**config.mk**
```make
export PLATFORM = sky130hd
export DESIGN_NAME = mcc_cell
export DESIGN_NICKNAME = d
export VERILOG_FILES = /design/src/min_coin_change_dp_assert.svh /design/src/mcc_pkg.sv /design/src/mcc_cell.sv
export SDC_FILE = /design/constraint.sdc
export NUM_CORES = 1
export LEC_CHECK = 0
export BUFFER_PORTS_ARGS = -buffer_cell sky130_fd_sc_hd__buf_2
export CAP_MARGIN = 40
export CORE_UTILIZATION = 47
export CTS_CLUSTER_DIAMETER = 120
export DETAILED_ROUTE_END_ITERATION = 6
export PLACE_DENSITY_LB_ADDON = 0.1
export SETUP_SLACK_MARGIN = 0.2
export SYNTH_ARGS = -nofsm -noshare
export SYNTH_HDL_FRONTEND = slang
export SYNTH_SLANG_ARGS = --single-unit
export TNS_END_PERCENT = 20
```
**constraint.sdc**
```tcl
create_clock -name clk -period 3.2 [get_ports clk]
set_input_delay 0.64 -clock clk [delete_from_list [all_inputs] [get_ports clk]]
set_output_delay 0.64 -clock clk [all_outputs]
set_load 0.05 [all_outputs]
```
**src/min_coin_change_dp_assert.svh**
```systemverilog
// Assertion macros shared by the minimum coin change RTL.
`ifndef MIN_COIN_CHANGE_DP_ASSERT_SVH
`define MIN_COIN_CHANGE_DP_ASSERT_SVH
`ifndef SYNTHESIS
// Same-cycle implication check.
`define MCC_ASSERT_IMP(lbl, clk, rst_n, ante, cons, msg) \
    lbl: assert property (@(posedge clk) disable iff (!rst_n) (ante) |-> (cons)) \
        else $error(msg);
// Next-cycle implication check.
`define MCC_ASSERT_NXT(lbl, clk, rst_n, ante, cons, msg) \
    lbl: assert property (@(posedge clk) disable iff (!rst_n) (ante) |=> (cons)) \
        else $error(msg);
`else
`define MCC_ASSERT_IMP(lbl, clk, rst_n, ante, cons, msg)
`define MCC_ASSERT_NXT(lbl, clk, rst_n, ante, cons, msg)
`endif
`endif

```
**src/mcc_pkg.sv**
```systemverilog
// Types, constants and the best-count merge function of the coin change block.
package mcc_pkg;

    localparam int CNT_W         = 10;
    localparam int AMT_W         = 10;
    localparam int ENTRY_W       = 11;
    localparam int NUM_COIN_REGS = 6;
    localparam int CFG_IDX_W     = 3;
    localparam int NCOIN_W       = 3;

    // Bit 10 marks an unreachable amount.
    localparam logic [ENTRY_W-1:0] ENTRY_UNREACH = 11'h400;

    localparam logic [CFG_IDX_W-1:0] REG_COIN_FIRST   = 3'd0;
    localparam logic [CFG_IDX_W-1:0] REG_COIN_LAST    = 3'd5;
    localparam logic [CFG_IDX_W-1:0] REG_COINS_IN_USE = 3'd6;

    localparam logic [CNT_W-1:0] COIN_RESET [NUM_COIN_REGS] =
        '{10'd1, 10'd5, 10'd10, 10'd16, 10'd1, 10'd1};
    localparam logic [NCOIN_W-1:0] COINS_IN_USE_RESET = 3'd4;

    // What a token carries for the coin probed in the previous cell.
    typedef enum logic [1:0] {
        PEND_NONE,
        PEND_MEM,
        PEND_ZERO
    } pend_t;

    typedef enum logic [1:0] {
        ST_IDLE,
        ST_RUN,
        ST_HOLD
    } state_t;

    typedef struct packed {
        logic               vld;
        logic [AMT_W-1:0]   amount;
        logic [ENTRY_W-1:0] best;
        pend_t              pend;
    } tok_t;

    // Fold one probed entry (plus one coin) into the running best.
    function automatic logic [ENTRY_W-1:0] merge_best(
        input logic [ENTRY_W-1:0] best,
        input pend_t              pend,
        input logic [ENTRY_W-1:0] rd
    );
        logic [ENTRY_W-1:0] prev;
        logic [CNT_W-1:0]   cnt;
        logic               take;
        prev = (pend == PEND_ZERO) ? '0 : rd;
        cnt  = prev[CNT_W-1:0];
        if (cnt != '1)
        begin
            cnt = cnt + 1'b1;
        end
        take = (pend != PEND_NONE) && !prev[ENTRY_W-1] &&
               (best[ENTRY_W-1] || (cnt < best[CNT_W-1:0]));
        return take ? {1'b0, cnt} : best;
    endfunction

endpackage

```
**src/mcc_cell.sv**
```systemverilog
// One coin cell: merges the previous probe and issues the table read for its coin.
module mcc_cell #(
    parameter int ADDR_W = 10
) (
    input  logic                          clk,
    input  logic                          rst_n,
    input  mcc_pkg::tok_t                 tok_in,
    input  logic [mcc_pkg::CNT_W-1:0]     coin,
    input  logic                          use_coin,
    input  logic [mcc_pkg::ENTRY_W-1:0]   rd_data,
    output logic                          rd_en,
    output logic [ADDR_W-1:0]             rd_addr,
    output mcc_pkg::tok_t                 tok_out
);

    mcc_pkg::tok_t             tok_reg;
    mcc_pkg::tok_t             tok_next;
    mcc_pkg::pend_t            pend_new;
    logic [mcc_pkg::AMT_W-1:0] diff;

    always_comb
    begin
        pend_new = mcc_pkg::PEND_NONE;
        if (use_coin && (coin != '0) && (coin <= tok_in.amount))
        begin
            // exact coin: previous amount is zero, always reachable
            pend_new = (coin == tok_in.amount) ? mcc_pkg::PEND_ZERO : mcc_pkg::PEND_MEM;
        end
        diff            = tok_in.amount - coin;
        rd_addr         = ADDR_W'(diff);
        rd_en           = tok_in.vld && (pend_new == mcc_pkg::PEND_MEM);
        tok_next.vld    = tok_in.vld;
        tok_next.amount = tok_in.amount;
        tok_next.best   = mcc_pkg::merge_best(tok_in.best, tok_in.pend, rd_data);
        tok_next.pend   = pend_new;
    end

    always_ff @(posedge clk or negedge rst_n)
    begin
        if (!rst_n)
        begin
            tok_reg <= '0;
        end
        else
        begin
            tok_reg <= tok_next;
        end
    end

    assign tok_out = tok_reg;

endmodule

```
**Word level (Yosys, flattened, before mapping)**

Index checks and enable logic that the tools add are counted.

- Flip-flop bits (word level): 24

- Add/subtract/negate cells: 2
- Equal/unequal tests: 4
- Reductions and logical operators: 9
- Order comparisons: 2
- Mux-type cells: 5

Operators by type and width:

| operator | number |
|---|---|
| 11-bit 2-to-1 mux | 2 |
| 10-bit by 1-bit adder with 10-bit output (second input constant) | 1 |
| 10-bit == test | 1 |
| 10-bit less-or-equal comparator | 1 |
| 10-bit < comparator | 1 |
| 10-bit 2-to-1 mux | 1 |
| 10-bit != test (second input constant) | 1 |
| 10-bit nonzero test | 1 |
| 10-bit subtractor | 1 |
| 1-bit logical AND | 5 |
| 2-bit 2-to-1 mux | 2 |
| 2-bit by 1-bit == test with 1-bit output (second input constant) | 1 |
| 2-bit == test (second input constant) | 1 |
| 2-bit nonzero test | 1 |
| 1-bit zero test | 1 |
| 1-bit logical OR | 1 |

**Depth between registers and ports, before layout**

- Word-level depth: 8
- Mapped depth: 16

**Least setup slack after synthesis**

OpenSTA, ideal clock, no wires.

- Path kind: input -> output
- From: in tok_in[13] (netlist name)
- To: out rd_en
- Arrival time: 3.639 ns
- Cell stages on the path: 9
- Path slack: -1.079 ns
- Cell sequence: inv_1 > ha_1 > fa_1 > nor2b_1 > o21ai_0 > a21boi_1 > o31ai_1 > a22o_1 > nor4b_1

- Word-level cells in the longest chain between the ends: 5

Ends and longest elaborated chain:

| item | RTL line | RTL |
|---|---|---|
| start, declared | mcc_cell.sv:7 | `input mcc_pkg::tok_t tok_in,` |
| 10-bit less-or-equal comparator or 10-bit == test (tied branches) | mcc_cell.sv:24, mcc_cell.sv:27 |  |
| 1-bit logical AND or 2-bit 2-to-1 mux (tied branches) | mcc_cell.sv:24, mcc_cell.sv:27 |  |
| 2-bit 2-to-1 mux * | mcc_cell.sv:24 | `if (use_coin && (coin != '0) && (coin <= tok_in.amount))` |
| 2-bit by 1-bit == test with 1-bit output * | mcc_cell.sv:31 | `rd_en = tok_in.vld && (pend_new == mcc_pkg::PEND_MEM);` |
| 1-bit logical AND * | mcc_cell.sv:31 |  |
| end, declared | mcc_cell.sv:11 | `output logic rd_en,` |

Mark *: on every way between the ends. The rest lies on a longest branch, timed or not.

==> PnR_summary.wiki <==
{| class="wikitable"
! Metric !! Value
|-
| Total clock buffers created by CTS || 3
|-
| Number of nets in the final layout || 394
|-
| I/O pin total || 83
|-
| Number of levels in the clock H-tree || 1
|-
| Non-Filler Instances || 372
|-
| Run status || finished, final reports clean
|-
| Flip-flop count of the largest register after layout || 24
|-
| DRC violation count after routing || 0
|-
| Initial antenna violation count || 0
|-
| Part of the cycle the worst path needs || 0.9870
|-
| Slew at the pin with the worst max-slew slack || 0.5128 ns
|-
| Starting density of the core || 0.4960
|-
| Count of yosys warnings during synthesis || 0
|-
| Tot GR Track Use || 0.2393
|-
| Layout overhead on the synthesized area || 60.49%
|-
| Global-route wire length before repair || 7.845 mm
|-
| Power density over the cells || 394.3 mW/mm^2
|-
| Post-synthesis instance total || 200
|-
| Relative slew slack || 0.6581
|-
| Post-cts hold buffer count || 0
|-
| Count of buffers inserted at the top-level ports || 82
|-
| Unique cell type count in the Yosys netlist || 47
|-
| Buffer depth of the longest clock path || 2
|-
| Vertical extent of the die || 64.62 um
|-
| Power share of the clock group || 0.226
|-
| DR pass1 iterations || 4
|-
| Critical Path Start || tok_in[1]
|-
| Num Clock Sinks || 24
|-
| Critical Path End Type || flip-flop
|-
| Synthesized area divided by synthesized cell count || 9.215 sq um
|-
| Ranking of synthesized cells by area || sky130_fd_sc_hd__dfrtp_1, sky130_fd_sc_hd__ha_1, sky130_fd_sc_hd__mux2_2, sky130_fd_sc_hd__inv_1, sky130_fd_sc_hd__a21oi_1
|-
| P_leak || 1.551 nW
|-
| Worst hold-check path type || in2async
|-
| Clock-pin slew on the worst setup and hold paths || 0.09 ns
|-
| Placed insts || 355
|-
| Average routed wire per standard cell || 13.43 um
|-
| CP Data Required Time || 3.36 ns
|-
| Time the final worst path needs with I/O delays and setup || 3.158 ns
|-
| Dominant synthesized flop cell || sky130_fd_sc_hd__dfrtp_1
|-
| Final total negative setup slack || 0 ns
|-
| Post-route antenna net violation count || 0
|-
| Clock tree from TritonCTS || yes
|-
| Number of DRC markers after the initial detailed-route iteration || 106
|-
| CORE AREA || 0.003716 sq mm
|-
| Library cell with the largest summed area after synthesis || sky130_fd_sc_hd__dfrtp_1
|-
| Switching part of the total || 0.3894
|-
| Internal power || 0.7122 mW
|-
| Async S/R FF share, synth || 1.000
|-
| Area of the mapped netlist || 0.001843 sq mm
|-
| Worst setup path endpoint || tok_out[9]
|-
| Final core utilization || 0.7960
|-
| DIE AREA || 0.004176 sq mm
|-
| Most common cell in the netlist || sky130_fd_sc_hd__inv_1
|-
| Die W || 64.62 um
|-
| Proportion of power drawn by flip-flops and latches || 0.285
|-
| FF+latch count, synth || 24
|-
| Placed cell area || 0.002608 sq mm
|-
| Library cell used as clock root buffer || sky130_fd_sc_hd__clkbuf_8
|-
| Critical path class || in2reg
|-
| Number of inserted diodes || 0
|-
| Data arrival time of the worst path || 3.32 ns
|-
| Maximum net fanout on the critical path || 6
|-
| Vias || 1943
|-
| Final Total Pwr || 1.166 mW
|-
| Vias in the first global route || 1781
|-
| Final count of negative-setup-slack endpoints || 0
|-
| Number of synthesized flops with an enable pin || 0
|-
| Part of the Yosys area used for sequential elements || 0.3259
|-
| Post-Route WL || 4.997 mm
|-
| Net count after synthesis || 269
|-
| Power dissipated by switching net loads || 0.4541 mW
|-
| Fraction of layout instances using a drive strength above 1 || 0.5370
|-
| Final Max Tran Viols || 0
|-
| Global placer's final weighted congestion || 0.8219
|-
| HPWL after detailed placement || 3.702 mm
|-
| Max Clk Rate || 316.6 MHz
|-
| Critical path launch point type || input port
|-
| Peak supply drop || 0.3934 mV
|-
| Row count || 22
|-
| Unrepaired setup endpoints after global routing || true
|-
| Share of Yosys cell area claimed by the top area cell type || 0.3259
|-
| Top cells by count, synth || sky130_fd_sc_hd__inv_1, sky130_fd_sc_hd__dfrtp_1, sky130_fd_sc_hd__ha_1, sky130_fd_sc_hd__a21oi_1, sky130_fd_sc_hd__nor2_1
|-
| Number of hold violations in the final report || 0
|-
| Number of vias per cell || 5.223
|-
| Area of all placed cells without fillers || 0.002958 sq mm
|-
| Pin count of the biggest net entering global routing || 25
|-
| Total congestion overflow after global routing || 0
|-
| # Max-Cap Violations || 0
|-
| Share of total power in combinational logic || 0.489
|}
[through the flow]
step / worst slack (ns) / hold slack, ns
final: 0.04151 / 0.3271
after detailed placement: -0.2383 / 0.6468
after floorplan: -0.1442 / 0.3444
after global placement: -0.2040 / 0.6387
after global routing: -0.07025 / 0.3773
after CTS: 0.09161 / 0.3503
[cell usage in the layout, fill, tap and decap left out, types with 2 or more instances in the layout]
cell type                  Yosys  routed
sky130_fd_sc_hd__nor2_1       13      13
sky130_fd_sc_hd__and3_1        2       2
sky130_fd_sc_hd__nand2_1      10      10
sky130_fd_sc_hd__buf_6         0       4
sky130_fd_sc_hd__ha_4          0       4
sky130_fd_sc_hd__dfrtp_1      24      24
sky130_fd_sc_hd__buf_4         1      37
sky130_fd_sc_hd__nor2b_2       0       3
sky130_fd_sc_hd__o21ai_0      11       7
sky130_fd_sc_hd__xor2_2        0       2
sky130_fd_sc_hd__clkbuf_8      0       3
sky130_fd_sc_hd__o21ai_2       0       3
sky130_fd_sc_hd__nor3_1        3       2
sky130_fd_sc_hd__nor2b_1       5       2
sky130_fd_sc_hd__nand3_2       0       2
sky130_fd_sc_hd__nand4_1       5       5
sky130_fd_sc_hd__xnor2_1       7       7
sky130_fd_sc_hd__nor4_1        2       2
sky130_fd_sc_hd__nand3_1       7       5
sky130_fd_sc_hd__o311a_1       2       2
sky130_fd_sc_hd__mux2_4        0      10
sky130_fd_sc_hd__a21oi_2       0       5
sky130_fd_sc_hd__ha_1         20      16
sky130_fd_sc_hd__a21oi_1      15      10
sky130_fd_sc_hd__nand2b_4      1       2
sky130_fd_sc_hd__inv_1        29      27
sky130_fd_sc_hd__buf_2         0      76
sky130_fd_sc_hd__or3_1         2       2
sky130_fd_sc_hd__mux2i_1       2       2
[per-layer routing]
metal  GRT usage  up-vias  wire [um]
li1            -      958          -
met1      0.3179      917       2247
met2      0.4000       62       2450
met3     0.04401        6        255
met4     0.05833        0         43
met5           0        -          0
[power groups by stage]
| stage | combinational [mW] | clock (mW) | sequential [mW] |
|---|---|---|---|
| floorplan | 0.264 | 0 | 0.423 |
| global placement | 0.499 | 0 | 0.338 |
| detailed placement | 0.505 | 0 | 0.338 |
| CTS | 0.528 | 0.268 | 0.333 |
| global route | 0.612 | 0.279 | 0.334 |
| finish | 0.570 | 0.263 | 0.332 |
[repair_timing]
item | 4_1_cts | 5_1_grt
endpoints found under the setup margin | 14 | 15
pin swaps | 9 | 16
gates cloned | 0 | 1
setup buffers | 4 | 8
resized for setup | 18 | 23
[kinds of logic after synthesis]
family	share of synthesized area
compound gates	0.1480
xor+xnor	0.04277
fa+ha+maj	0.1466
buf+inv	0.06314
flops	0.3259
mux	0.07196
simple gates	0.2016
[worst max-delay path: stages]
cell and delay (ns):
sky130_fd_sc_hd__buf_2 0.12, sky130_fd_sc_hd__nand2b_4 0.09, sky130_fd_sc_hd__and2_4 0.16, sky130_fd_sc_hd__ha_4 0.14
sky130_fd_sc_hd__nand4_4 0.12, sky130_fd_sc_hd__nand2b_4 0.19, sky130_fd_sc_hd__nand3_2 0.06, sky130_fd_sc_hd__mux2i_1 0.26
sky130_fd_sc_hd__ha_1 0.31, sky130_fd_sc_hd__a21oi_2 0.17, sky130_fd_sc_hd__o21ai_2 0.07, sky130_fd_sc_hd__a21oi_2 0.11
sky130_fd_sc_hd__o21a_1 0.15, sky130_fd_sc_hd__a21boi_4 0.26, sky130_fd_sc_hd__clkbuf_16 0.19, sky130_fd_sc_hd__mux2_4 0.29
[worst min-delay path by stage]
stage | from | endpoint | slack, ns | depth (start not counted)
final | rst_n | tok_out[11] | 0.33 | 1
after global routing | rst_n | tok_out[10] | 0.38 | 1
after CTS | rst_n | tok_out[11] | 0.35 | 1
after detailed placement | rst_n | tok_out[11] | 0.65 | 1
after global placement | rst_n | tok_out[11] | 0.64 | 1
after floorplan | rst_n | tok_out[0] | 0.34 | 0
[cell type report]
class,count,area [sq um]
Tap cell,48,60.06
Clock buffer,3,41.29
Clock inverter,1,30.03
Inverter,29,111.4
Multi-Input combinational cell,146,1344
Fill cell,253,758.2
Timing Repair Buffer,121,770.7
Sequential cell,24,600.6
No activity file was read; power rests on OpenSTA's default activity.
